## src/hdl/dpse_pkg.sv

```systemverilog
// ----------------------------------------------------------------------------
// Delta patch stream encoder package
// Shared constants, configuration record and the token format that the front
// end hands to the byte serialiser.
// ----------------------------------------------------------------------------
package dpse_pkg;

   localparam int unsigned EQUAL_HOLD_DEPTH_DEF = 4;
   localparam int unsigned QUEUE_DEPTH          = 4;

   localparam logic [2:0] MODE_FLUSH = 3'd0;
   localparam logic [2:0] MODE_MOD   = 3'd1;
   localparam logic [2:0] MODE_INS   = 3'd2;
   localparam logic [2:0] MODE_DEL   = 3'd3;
   localparam logic [2:0] MODE_BKT   = 3'd4;
   localparam logic [2:0] MODE_EQL   = 3'd5;

   localparam int unsigned CSR_INDEX_W = 3;
   localparam logic [CSR_INDEX_W-1:0] CSR_ESC = 3'd0;
   localparam logic [CSR_INDEX_W-1:0] CSR_MOD = 3'd1;
   localparam logic [CSR_INDEX_W-1:0] CSR_INS = 3'd2;
   localparam logic [CSR_INDEX_W-1:0] CSR_DEL = 3'd3;
   localparam logic [CSR_INDEX_W-1:0] CSR_EQL = 3'd4;
   localparam logic [CSR_INDEX_W-1:0] CSR_BKT = 3'd5;

   localparam logic [7:0] ESC_CODE_RST = 8'd167;
   localparam logic [7:0] MOD_CODE_RST = 8'd166;
   localparam logic [7:0] INS_CODE_RST = 8'd165;
   localparam logic [7:0] DEL_CODE_RST = 8'd164;
   localparam logic [7:0] EQL_CODE_RST = 8'd163;
   localparam logic [7:0] BKT_CODE_RST = 8'd162;

   localparam logic [31:0] LEN_ONE_MAX   = 32'd252;
   localparam logic [31:0] LEN_TWO_MAX   = 32'd508;
   localparam logic [31:0] LEN_THREE_MAX = 32'h0000_ffff;
   localparam logic [31:0] LEN_TWO_BASE  = 32'd253;
   localparam logic [7:0]  LEN_PFX_TWO   = 8'd252;
   localparam logic [7:0]  LEN_PFX_THREE = 8'd253;
   localparam logic [7:0]  LEN_PFX_FIVE  = 8'd254;

   localparam logic [31:0] RUN_MAX = 32'hffff_ffff;

   typedef struct packed {
      logic [7:0] esc_code;
      logic [7:0] mod_code;
      logic [7:0] ins_code;
      logic [7:0] del_code;
      logic [7:0] eql_code;
      logic [7:0] bkt_code;
   } cfg_type;

   typedef enum logic [1:0] {
      TOK_OPC,
      TOK_DATA,
      TOK_LEN
   } tok_kind_type;

   typedef struct packed {
      tok_kind_type kind;
      logic         open;
      logic [31:0]  value;
      logic         last;
   } token_type;

endpackage

```

## src/hdl/delta_patch_stream_encoder_core.sv

```systemverilog
// ----------------------------------------------------------------------------
// Delta patch stream encoder core
// Turns a stream of edit operations into an escaped binary patch byte stream.
// ----------------------------------------------------------------------------
// The front end takes one edit operation per cycle as long as the operation
// produces at most one token and the token queue can take it; an operation
// that flushes an equal run or opens an opcode holds the front end while it
// pushes its tokens, up to the larger of four and EQUAL_HOLD_DEPTH + 2
// tokens. The back end emits at most one patch byte per cycle and holds while
// the output stalls, so sustained throughput is at most one output byte per
// cycle, set by the single byte lane of the serialiser. A four-entry token
// queue separates the two. The final byte of a transaction passes from the
// queue through the back end's hold register into the output register.
// Configuration writes take effect at once and are meant for idle periods.
module delta_patch_stream_encoder_core #(
   parameter int unsigned EQUAL_HOLD_DEPTH = dpse_pkg::EQUAL_HOLD_DEPTH_DEF
) (
   input  logic                               clock,
   input  logic                               reset,
   input  logic                               req_valid,
   output logic                               req_stall,
   input  logic [2:0]                         req_mode,
   input  logic [31:0]                        req_length,
   input  logic [7:0]                         req_org_byte,
   input  logic [7:0]                         req_new_byte,
   output logic                               rsp_valid,
   input  logic                               rsp_stall,
   output logic [7:0]                         rsp_out_byte,
   output logic                               rsp_last,
   input  logic                               csr_wr_en,
   input  logic [dpse_pkg::CSR_INDEX_W-1:0]   csr_index,
   input  logic [7:0]                         csr_wdata
);
   import dpse_pkg::*;

   cfg_type   cfg_ff;
   logic      push;
   token_type push_token;
   logic      queue_full;
   logic      pop;
   logic      head_valid;
   token_type head_token;

   always_ff @(posedge clock) begin
      if (reset) begin
         cfg_ff.esc_code <= ESC_CODE_RST;
         cfg_ff.mod_code <= MOD_CODE_RST;
         cfg_ff.ins_code <= INS_CODE_RST;
         cfg_ff.del_code <= DEL_CODE_RST;
         cfg_ff.eql_code <= EQL_CODE_RST;
         cfg_ff.bkt_code <= BKT_CODE_RST;
      end else if (csr_wr_en) begin
         unique case (csr_index)
            CSR_ESC: cfg_ff.esc_code <= csr_wdata;
            CSR_MOD: cfg_ff.mod_code <= csr_wdata;
            CSR_INS: cfg_ff.ins_code <= csr_wdata;
            CSR_DEL: cfg_ff.del_code <= csr_wdata;
            CSR_EQL: cfg_ff.eql_code <= csr_wdata;
            CSR_BKT: cfg_ff.bkt_code <= csr_wdata;
            default: begin
            end
         endcase
      end
   end

   dpse_front #(
      .EQUAL_HOLD_DEPTH (EQUAL_HOLD_DEPTH)
   ) u_front (
      .clock        (clock),
      .reset        (reset),
      .req_valid    (req_valid),
      .req_stall    (req_stall),
      .req_mode     (req_mode),
      .req_length   (req_length),
      .req_org_byte (req_org_byte),
      .req_new_byte (req_new_byte),
      .cfg          (cfg_ff),
      .queue_full   (queue_full),
      .push         (push),
      .push_token   (push_token)
   );

   dpse_queue u_queue (
      .clock      (clock),
      .reset      (reset),
      .push       (push),
      .push_token (push_token),
      .full       (queue_full),
      .pop        (pop),
      .head_valid (head_valid),
      .head_token (head_token)
   );

   dpse_back u_back (
      .clock        (clock),
      .reset        (reset),
      .cfg          (cfg_ff),
      .tok_valid    (head_valid),
      .tok          (head_token),
      .pop          (pop),
      .rsp_valid    (rsp_valid),
      .rsp_stall    (rsp_stall),
      .rsp_out_byte (rsp_out_byte),
      .rsp_last     (rsp_last)
   );

endmodule

```

## src/hdl/dpse_front.sv

```systemverilog
// ----------------------------------------------------------------------------
// Delta patch stream encoder front end
// Accepts edit operations, tracks the open opcode and the equal run, and turns
// each into a short list of tokens, one per cycle while the queue has room.
// ----------------------------------------------------------------------------
module dpse_front #(
   parameter int unsigned EQUAL_HOLD_DEPTH = dpse_pkg::EQUAL_HOLD_DEPTH_DEF
) (
   input  logic                clock,
   input  logic                reset,
   input  logic                req_valid,
   output logic                req_stall,
   input  logic [2:0]          req_mode,
   input  logic [31:0]         req_length,
   input  logic [7:0]          req_org_byte,
   input  logic [7:0]          req_new_byte,
   input  dpse_pkg::cfg_type   cfg,
   input  logic                queue_full,
   output logic                push,
   output dpse_pkg::token_type push_token
);
   import dpse_pkg::*;

   localparam int unsigned NSLOT = EQUAL_HOLD_DEPTH + 3;
   localparam int unsigned SLOTW = $clog2(NSLOT);
   localparam int unsigned IDXW  = (EQUAL_HOLD_DEPTH > 1) ? $clog2(EQUAL_HOLD_DEPTH) : 1;
   localparam logic [SLOTW-1:0] SLOT_PRE_OPC   = '0;
   localparam logic [SLOTW-1:0] SLOT_MAIN_OPC  = SLOTW'(EQUAL_HOLD_DEPTH + 1);
   localparam logic [SLOTW-1:0] SLOT_MAIN_BODY = SLOTW'(EQUAL_HOLD_DEPTH + 2);

   logic              item_valid_ff;
   logic [2:0]        mode_ff;
   logic [31:0]       length_ff;
   logic [7:0]        org_ff;
   logic [7:0]        new_ff;
   logic [NSLOT-1:0]  done_ff;
   logic [2:0]        cur_op_ff;
   logic [31:0]       run_ff;
   logic [7:0]        hold_ff [EQUAL_HOLD_DEPTH];

   logic              mode_ok;
   logic              is_eql;
   logic              is_data_op;
   logic              is_len_op;
   logic              main_active;
   logic              pre_any;
   logic              pre_eql;
   logic              pre_merge;
   logic [2:0]        cur_after;
   logic [NSLOT-1:0]  en;
   logic [NSLOT-1:0]  remaining;
   logic              single;
   logic [SLOTW-1:0]  sel;
   logic [7:0]        hold_val;
   logic [7:0]        main_code;
   logic              finish;
   logic              accept;
   logic [NSLOT-1:0]  done_in;

   always_comb begin
      mode_ok     = (mode_ff <= MODE_EQL);
      is_eql      = (mode_ff == MODE_EQL);
      is_data_op  = (mode_ff == MODE_MOD) || (mode_ff == MODE_INS);
      is_len_op   = (mode_ff == MODE_DEL) || (mode_ff == MODE_BKT);
      main_active = mode_ok && !is_eql;
      pre_any     = main_active && (run_ff != 32'd0);
      pre_eql     = pre_any && ((run_ff > 32'(EQUAL_HOLD_DEPTH)) ||
                    ((cur_op_ff != MODE_MOD) && (mode_ff != MODE_MOD)));
      pre_merge   = pre_any && !pre_eql;
      if (pre_eql) begin
         cur_after = MODE_EQL;
      end else if (pre_merge) begin
         cur_after = MODE_MOD;
      end else begin
         cur_after = cur_op_ff;
      end

      en = '0;
      en[SLOT_PRE_OPC] = pre_eql || (pre_merge && (cur_op_ff != MODE_MOD));
      for (int k = 0; k < EQUAL_HOLD_DEPTH; k++) begin
         en[k + 1] = ((k == 0) && pre_eql) || (pre_merge && (run_ff > 32'(k)));
      end
      en[SLOT_MAIN_OPC]  = (mode_ff == MODE_FLUSH) || is_len_op ||
                           (is_data_op && (cur_after != mode_ff));
      en[SLOT_MAIN_BODY] = is_data_op || is_len_op;

      remaining = item_valid_ff ? (en & ~done_ff) : '0;
      single    = (remaining != '0) && ((remaining & (remaining - 1'b1)) == '0);

      sel = '0;
      for (int i = NSLOT - 1; i >= 0; i--) begin
         if (remaining[i]) begin
            sel = SLOTW'(i);
         end
      end

      hold_val = '0;
      for (int k = 0; k < EQUAL_HOLD_DEPTH; k++) begin
         if (sel == SLOTW'(k + 1)) begin
            hold_val = hold_ff[k];
         end
      end

      case (mode_ff)
         MODE_MOD: main_code = cfg.mod_code;
         MODE_INS: main_code = cfg.ins_code;
         MODE_DEL: main_code = cfg.del_code;
         MODE_BKT: main_code = cfg.bkt_code;
         default:  main_code = '0;
      endcase

      push_token      = '0;
      push_token.last = single;
      if (sel == SLOT_PRE_OPC) begin
         push_token.kind  = TOK_OPC;
         push_token.open  = 1'b1;
         push_token.value = {24'd0, pre_eql ? cfg.eql_code : cfg.mod_code};
      end else if (sel == SLOT_MAIN_OPC) begin
         push_token.kind  = TOK_OPC;
         push_token.open  = (mode_ff != MODE_FLUSH);
         push_token.value = {24'd0, main_code};
      end else if (sel == SLOT_MAIN_BODY) begin
         if (is_data_op) begin
            push_token.kind  = TOK_DATA;
            push_token.value = {24'd0, new_ff};
         end else begin
            push_token.kind  = TOK_LEN;
            push_token.value = length_ff;
         end
      end else if (pre_eql) begin
         push_token.kind  = TOK_LEN;
         push_token.value = run_ff;
      end else begin
         push_token.kind  = TOK_DATA;
         push_token.value = {24'd0, hold_val};
      end

      push      = (remaining != '0) && !queue_full;
      finish    = item_valid_ff && ((remaining == '0) || (single && !queue_full));
      req_stall = item_valid_ff && !finish;
      accept    = req_valid && !req_stall;

      done_in = done_ff;
      if (finish || accept) begin
         done_in = '0;
      end else if (push) begin
         done_in = done_ff | (NSLOT'(1) << sel);
      end
   end

   always_ff @(posedge clock) begin
      if (reset) begin
         item_valid_ff <= 1'b0;
         done_ff       <= '0;
         cur_op_ff     <= MODE_FLUSH;
         run_ff        <= '0;
      end else begin
         done_ff <= done_in;
         if (accept) begin
            item_valid_ff <= 1'b1;
         end else if (finish) begin
            item_valid_ff <= 1'b0;
         end
         if (finish) begin
            if (is_eql) begin
               if (run_ff != RUN_MAX) begin
                  run_ff <= run_ff + 32'd1;
               end
            end else if (mode_ok) begin
               run_ff    <= '0;
               cur_op_ff <= mode_ff;
            end
         end
      end
   end

   always_ff @(posedge clock) begin
      if (accept) begin
         mode_ff   <= req_mode;
         length_ff <= req_length;
         org_ff    <= req_org_byte;
         new_ff    <= req_new_byte;
      end
      if (finish && is_eql && (run_ff < 32'(EQUAL_HOLD_DEPTH))) begin
         hold_ff[run_ff[IDXW-1:0]] <= org_ff;
      end
   end

endmodule

```

## src/hdl/dpse_queue.sv

```systemverilog
// ----------------------------------------------------------------------------
// Delta patch stream encoder token queue
// A small first-in first-out buffer that decouples the front end from the
// byte serialiser.
// ----------------------------------------------------------------------------
module dpse_queue (
   input  logic                clock,
   input  logic                reset,
   input  logic                push,
   input  dpse_pkg::token_type push_token,
   output logic                full,
   input  logic                pop,
   output logic                head_valid,
   output dpse_pkg::token_type head_token
);
   import dpse_pkg::*;

   localparam int unsigned PTRW = $clog2(QUEUE_DEPTH);

   token_type         store_ff [QUEUE_DEPTH];
   logic [PTRW-1:0]   wr_ptr_ff;
   logic [PTRW-1:0]   rd_ptr_ff;
   logic [PTRW:0]     count_ff;

   assign full       = (count_ff == (PTRW + 1)'(QUEUE_DEPTH));
   assign head_valid = (count_ff != '0);
   assign head_token = store_ff[rd_ptr_ff];

   always_ff @(posedge clock) begin
      if (reset) begin
         wr_ptr_ff <= '0;
         rd_ptr_ff <= '0;
         count_ff  <= '0;
      end else begin
         if (push) begin
            wr_ptr_ff <= wr_ptr_ff + 1'b1;
         end
         if (pop) begin
            rd_ptr_ff <= rd_ptr_ff + 1'b1;
         end
         if (push && !pop) begin
            count_ff <= count_ff + 1'b1;
         end else if (pop && !push) begin
            count_ff <= count_ff - 1'b1;
         end
      end
   end

   always_ff @(posedge clock) begin
      if (push) begin
         store_ff[wr_ptr_ff] <= push_token;
      end
   end

endmodule

```

## src/hdl/dpse_back.sv

```systemverilog
// ----------------------------------------------------------------------------
// Delta patch stream encoder back end
// Expands tokens into patch bytes, applies the escape rules and holds the
// latest byte back until it is known whether it closes its transaction.
// ----------------------------------------------------------------------------
module dpse_back (
   input  logic                clock,
   input  logic                reset,
   input  dpse_pkg::cfg_type   cfg,
   input  logic                tok_valid,
   input  dpse_pkg::token_type tok,
   output logic                pop,
   output logic                rsp_valid,
   input  logic                rsp_stall,
   output logic [7:0]          rsp_out_byte,
   output logic                rsp_last
);
   import dpse_pkg::*;

   logic [2:0]  idx_ff;
   logic        pend_ff;
   logic        hold_valid_ff;
   logic [7:0]  hold_byte_ff;
   logic        hold_final_ff;
   logic        rsp_valid_ff;
   logic [7:0]  rsp_byte_ff;
   logic        rsp_last_ff;

   logic [7:0]  lst [5];
   logic [2:0]  cnt;
   logic [2:0]  cnt_m1;
   logic        pend_next;
   logic [7:0]  dval;
   logic        in_range;
   logic [1:0]  n_esc;
   logic        tail;
   logic [31:0] len;
   logic [31:0] len_off;
   logic        out_free;
   logic        back_go;
   logic        step;
   logic        produce;
   logic        tok_done;
   logic        end_step;
   logic        hold_out;
   logic        out_last;

   always_comb begin
      dval      = tok.value[7:0];
      in_range  = (dval >= cfg.bkt_code) && (dval <= cfg.esc_code);
      len       = (tok.value == 32'd0) ? 32'd1 : tok.value;
      len_off   = len - LEN_TWO_BASE;
      n_esc     = '0;
      tail      = 1'b0;
      cnt       = '0;
      cnt_m1    = '0;
      pend_next = pend_ff;
      for (int i = 0; i < 5; i++) begin
         lst[i] = cfg.esc_code;
      end

      case (tok.kind)
         TOK_OPC: begin
            cnt       = {1'b0, pend_ff, 1'b0} + {1'b0, tok.open, 1'b0};
            cnt_m1    = cnt - 3'd1;
            pend_next = 1'b0;
            for (int i = 0; i < 5; i++) begin
               if (tok.open && (3'(i) == cnt_m1)) begin
                  lst[i] = dval;
               end
            end
         end
         TOK_DATA: begin
            n_esc     = pend_ff ? (in_range ? 2'd2 : 2'd1) : 2'd0;
            tail      = (dval != cfg.esc_code);
            cnt       = {1'b0, n_esc} + {2'd0, tail};
            pend_next = !tail;
            for (int i = 0; i < 5; i++) begin
               if (3'(i) >= {1'b0, n_esc}) begin
                  lst[i] = dval;
               end
            end
         end
         TOK_LEN: begin
            if (len <= LEN_ONE_MAX) begin
               cnt    = 3'd1;
               lst[0] = len[7:0] - 8'd1;
            end else if (len <= LEN_TWO_MAX) begin
               cnt    = 3'd2;
               lst[0] = LEN_PFX_TWO;
               lst[1] = len_off[7:0];
            end else if (len <= LEN_THREE_MAX) begin
               cnt    = 3'd3;
               lst[0] = LEN_PFX_THREE;
               lst[1] = len[15:8];
               lst[2] = len[7:0];
            end else begin
               cnt    = 3'd5;
               lst[0] = LEN_PFX_FIVE;
               lst[1] = len[31:24];
               lst[2] = len[23:16];
               lst[3] = len[15:8];
               lst[4] = len[7:0];
            end
         end
         default: begin
            cnt = '0;
         end
      endcase

      out_free = !rsp_valid_ff || !rsp_stall;
      back_go  = !hold_valid_ff || out_free;
      step     = tok_valid && back_go;
      produce  = step && (cnt != 3'd0);
      tok_done = step && ((cnt == 3'd0) || (idx_ff == (cnt - 3'd1)));
      end_step = tok_done && tok.last;
      hold_out = back_go && hold_valid_ff && (produce || end_step || hold_final_ff);
      out_last = hold_final_ff || (end_step && !produce);
      pop      = tok_done;
   end

   always_ff @(posedge clock) begin
      if (reset) begin
         idx_ff        <= '0;
         pend_ff       <= 1'b0;
         hold_valid_ff <= 1'b0;
         hold_final_ff <= 1'b0;
         rsp_valid_ff  <= 1'b0;
      end else begin
         if (tok_done) begin
            idx_ff  <= '0;
            pend_ff <= pend_next;
         end else if (produce) begin
            idx_ff <= idx_ff + 3'd1;
         end
         if (produce) begin
            hold_valid_ff <= 1'b1;
            hold_final_ff <= end_step;
         end else if (hold_out) begin
            hold_valid_ff <= 1'b0;
            hold_final_ff <= 1'b0;
         end
         if (hold_out) begin
            rsp_valid_ff <= 1'b1;
         end else if (!rsp_stall) begin
            rsp_valid_ff <= 1'b0;
         end
      end
   end

   always_ff @(posedge clock) begin
      if (produce) begin
         hold_byte_ff <= lst[idx_ff];
      end
      if (hold_out) begin
         rsp_byte_ff <= hold_byte_ff;
         rsp_last_ff <= out_last;
      end
   end

   assign rsp_valid    = rsp_valid_ff;
   assign rsp_out_byte = rsp_byte_ff;
   assign rsp_last     = rsp_last_ff;

endmodule

```

## config.mk

```make
export PLATFORM = sky130hd
export DESIGN_NAME = delta_patch_stream_encoder_core
export DESIGN_NICKNAME = d
export VERILOG_FILES = /design/src/hdl/dpse_pkg.sv /design/src/hdl/delta_patch_stream_encoder_core.sv /design/src/hdl/dpse_front.sv /design/src/hdl/dpse_queue.sv /design/src/hdl/dpse_back.sv
export SDC_FILE = /design/constraint.sdc
export NUM_CORES = 1
export LEC_CHECK = 0
export BUFFER_PORTS_ARGS = -buffer_cell sky130_fd_sc_hd__buf_4
export CAP_MARGIN = 20
export CORE_ASPECT_RATIO = 2
export CORE_MARGIN = 3
export CORE_UTILIZATION = 50
export DETAILED_ROUTE_END_ITERATION = 8
export HOLD_SLACK_MARGIN = 0.06
export PLACE_DENSITY = 0.71
export SLEW_MARGIN = 20
export SYNTH_ARGS = -nofsm -noshare
export SYNTH_HDL_FRONTEND = slang
export SYNTH_HIERARCHICAL = 1
export SYNTH_SLANG_ARGS = --single-unit
export TNS_END_PERCENT = 100
```

## constraint.sdc

```tcl
create_clock -name clock -period 7.7 [get_ports clock]
set_input_delay 0.385 -clock clock [delete_from_list [all_inputs] [get_ports clock]]
set_output_delay 0.385 -clock clock [all_outputs]
set_load 0.05 [all_outputs]
```

==> results.py <==
metrics = {
    "synthesis": {
        "ys_types": 100,
        "mappedNetlistNets": 1716,
        "yosys-top-cells-count": "edfxtp_1, nand2_1, nor2_1, a21oi_1, dfxtp_1",
        "yosysWarnings": 6,
        "synth-main-ff-cell": "edfxtp_1",
        "synth-seq-cells": 351,
        "synthTopCellsByArea": "edfxtp_1, dfxtp_1, mux2i_1, mux4_2, a21oi_1",
        "yosysTopAreaCellShare": 0.409,
        "synth_area_per_cell_sq_um": 11.1,
        "synth_cells": 1612,
        "async_flop_share": 0,
        "synth-edff-count": 244,
        "yosysTopAreaCell": "edfxtp_1",
        "syn_area_sq_um": 17900,
        "yosys.cell_count.top_type": "edfxtp_1",
        "ys_seq_area_frac": 0.528,
    },
    "clock_network": {
        "clock_latency_ns": 0.58,
        "cts.sinks": 351,
        "post_cts_buffers": 0,
        "cts_buffer_depth": 3,
        "clock-root-buffer": "clkbuf_16",
        "path_clk_slew_ns": 0.07,
        "post_cts_resized": 0,
        "numCtsBuffers": 31,
        "cts.htree.levels": 1,
        "tritoncts": "done",
    },
    "setup_path": {
        "cp.required_ns": 8.21,
        "cp_data_arrival_time_ns": 7.59,
        "cp-start-kind": "flip-flop",
        "cp_cell_sequence": "buf_12 -> mux4_2 -> nor4_1 -> a41oi_1 -> buf_4 -> ha_1 -> nand3b_1 -> or3_2 -> a211o_4 -> a21boi_4 -> ha_1 -> ha_1 -> xor2_1 -> nand4_1 -> a2111oi_0 -> a211oi_1 -> nor2_1 -> inv_1 -> ha_1 -> inv_1 -> fa_1 -> xor2_1 -> or3_1 -> a21oi_1",
        "crit_type": "flip-flop to flip-flop",
        "cp_slowest_stage_delay_ns": 0.91,
        "crit_fanout": 36,
        "cp_common_cell": "ha_1",
        "crit_path_end_kind": "flip-flop",
        "crit_slowest_cell": "nor4_1",
    },
    "global_routing": {
        "overflow": 0,
        "antenna_found_initial": 0,
        "grt_pass1_wl_um": 83300,
        "grt_usage": 0.283,
        "grt_max_degree": 54,
        "grt_pass1_vias": 14000,
    },
    "sta": {
        "whs_ns": 0.105,
        "fin_setup_tns_ns": 0,
        "fin_crit_sh": 0.919,
        "drv_slew": 0,
        "skew_ns": 0.0137,
        "max-slew-margin-rel": 0.201,
        "fmax_mhz": 141,
        "tightest_slew_ns": 1.19,
        "rsz0062_at_grt": "false",
        "finalCriticalPeriod_ns": 7.08,
        "finalSetupViolations": 0,
        "final_hold_viol_count": 0,
    },
    "final_layout": {
        "final_nets": 1807,
        "num_antenna_cells": 0,
        "final_layout_size_suffix_gt1_frac": 0.142,
        "postLayoutCoreUtil": 0.579,
        "area_delta_synth_final_pct": 13.6,
    },
    "routing": {
        "wire_per_inst_um": 25.2,
        "vias": 13800,
        "drtAntennaViolNets": 0,
        "drt_first_pass_iters": 5,
        "drt_wl_total_um": 54700,
        "via_per_inst": 6.35,
        "drc": 0,
        "drt_iter0_drc": 1059,
    },
    "placed_design": {
        "port_buffers": 77,
        "place_congestion": 1.08,
        "dp_hpwl_um": 39800,
    },
    "run_status": {
        "status": "finished, final reports clean",
    },
    "floorplan": {
        "dieArea_sq_um": 38300,
        "fp-row-count": 97,
        "initial_core_util": 0.510,
        "die_w_um": 140,
        "ioPinCount": 78,
        "core-area_sq_um": 35200,
        "die_h_um": 274,
    },
    "power": {
        "vdd_drop_max_uv": 265,
        "leakage_nw": 7.11,
        "pwr_density_cell_nw_per_um2": 282,
    },
    "flow_run": {
        "drv_cap": 0,
    },
    "min_path": {
        "hold_class": "input port to flip-flop",
    },
}
-- state kept, by name (all words and copies together), names as in the netlist, 7 cells and up, named ones only --
register             cells
u_queue/store_ff       144
cfg_ff                  48
u_front/org_ff           8
u_front/run_ff          32
u_front/length_ff       32
u_back/rsp_out_byte      8
u_front/new_ff           8
u_back/hold_byte_ff      8
u_front/done_ff          7
u_front/hold_ff         32
-- layout by cell type, fill, tap and decap left out, drive strengths merged, types with 7 or more instances in the layout --
master / n
dfxtp: 107
o221ai: 10
a211oi: 24
nor4: 24
a31oi: 17
o21a: 10
clkinv: 12
nor3: 24
o31ai: 25
a21o: 8
nand2b: 42
nand3: 74
o21ai: 70
nor2: 118
nor2b: 11
mux2i: 71
buf: 116
a21oi: 114
a2111oi: 8
nor3b: 9
or3: 21
clkbuf: 38
ha: 36
and3: 14
xnor2: 17
inv: 59
mux4: 36
o211ai: 15
nand4: 22
a22oi: 12
nand3b: 9
nand2: 121
and2: 17
o22ai: 8
edfxtp: 244
dlygate4sd3: 51
mux2: 12
a211o: 7
-- critical path, delay by kind of cell (launching register included) --
kind | cells | cell delay (ns)
compound gates | 6 | 1.70
xor+xnor | 2 | 0.35
fa+ha+maj | 5 | 0.97
buf+inv | 4 | 0.63
flops | 1 | 0.34
mux | 1 | 0.76
simple gates | 6 | 2.26
-- what timing repair did --
action / 4_1_cts / 5_1_grt
hold endpoints to repair: 51 / 0
endpoints found under the setup margin: 0 / 0
hold buffers: 51 / 0
-- path summary, 6_finish.rpt --
kind / from / end / slack (ns) / cells past startpoint
worst min register to register: u_back/hold_byte_ff[5] / u_back/rsp_out_byte[5] / 0.43 / 0
worst max register to register: flip-flop / u_queue/count_ff[2] / 0.62 / 24
worst max-delay path: flip-flop / u_queue/count_ff[2] / 0.62 / 24
worst min-delay path: rsp_stall / u_back/rsp_valid / 0.10 / 3
-- per-layer routing --
metal | global-route usage | routed length [um] | up-vias
met5 | 0 | 0 | -
met4 | 0.187 | 4270 | 0
met3 | 0.0349 | 2550 | 214
met2 | 0.533 | 29600 | 577
met1 | 0.288 | 18300 | 6705
li1 | - | - | 6296
-- where the power goes --
part / internal [W] / switching (W) / total [W]
combinational: 0.000719 / 0.00123 / 0.00195
sequential: 0.00221 / 0.0000587 / 0.00227
clock: 0.000825 / 0.000705 / 0.00153
total: 0.00375 / 0.00199 / 0.00574
-- layout make-up --
cell class | instances | area (sq um)
Fill cell | 2919 | 14800
Multi-Input combinational cell | 1098 | 7730
Timing Repair Buffer | 167 | 1410
Clock inverter | 20 | 159
Sequential cell | 351 | 9470
Inverter | 54 | 203
Clock buffer | 38 | 845
Tap cell | 445 | 557
-- cells by family (layout without fill, tap and decap cells) --
family / after synthesis / after routing / synth area share
AO/OA/AOI/OAI: 381 / 381 / 0.143
buffers and inverters: 163 / 279 / 0.0419
AND/OR/NAND/NOR: 538 / 538 / 0.156
flip-flops: 351 / 351 / 0.528
multiplexers: 119 / 119 / 0.0936
adder cells (fa/ha/maj): 37 / 37 / 0.0262
XOR/XNOR: 23 / 23 / 0.0112
-- through the flow --
| stage | power (W) | setup slack (ns) | area (sq um) | instances |
|---|---|---|---|---|
| after floorplan | 0.00364 | 1.06 | 17900 | 1612 |
| after global placement | 0.00419 | 0.942 | 18900 | 2064 |
| after detailed placement | 0.00420 | 0.750 | 18900 | 2064 |
| after CTS | 0.00575 | 0.701 | 20400 | 2173 |
| after global routing | 0.00602 | 0.223 | 20400 | 2173 |
| final | 0.00574 | 0.622 | 20400 | 2173 |
Note: power is estimated with default switching activity, not from simulation.
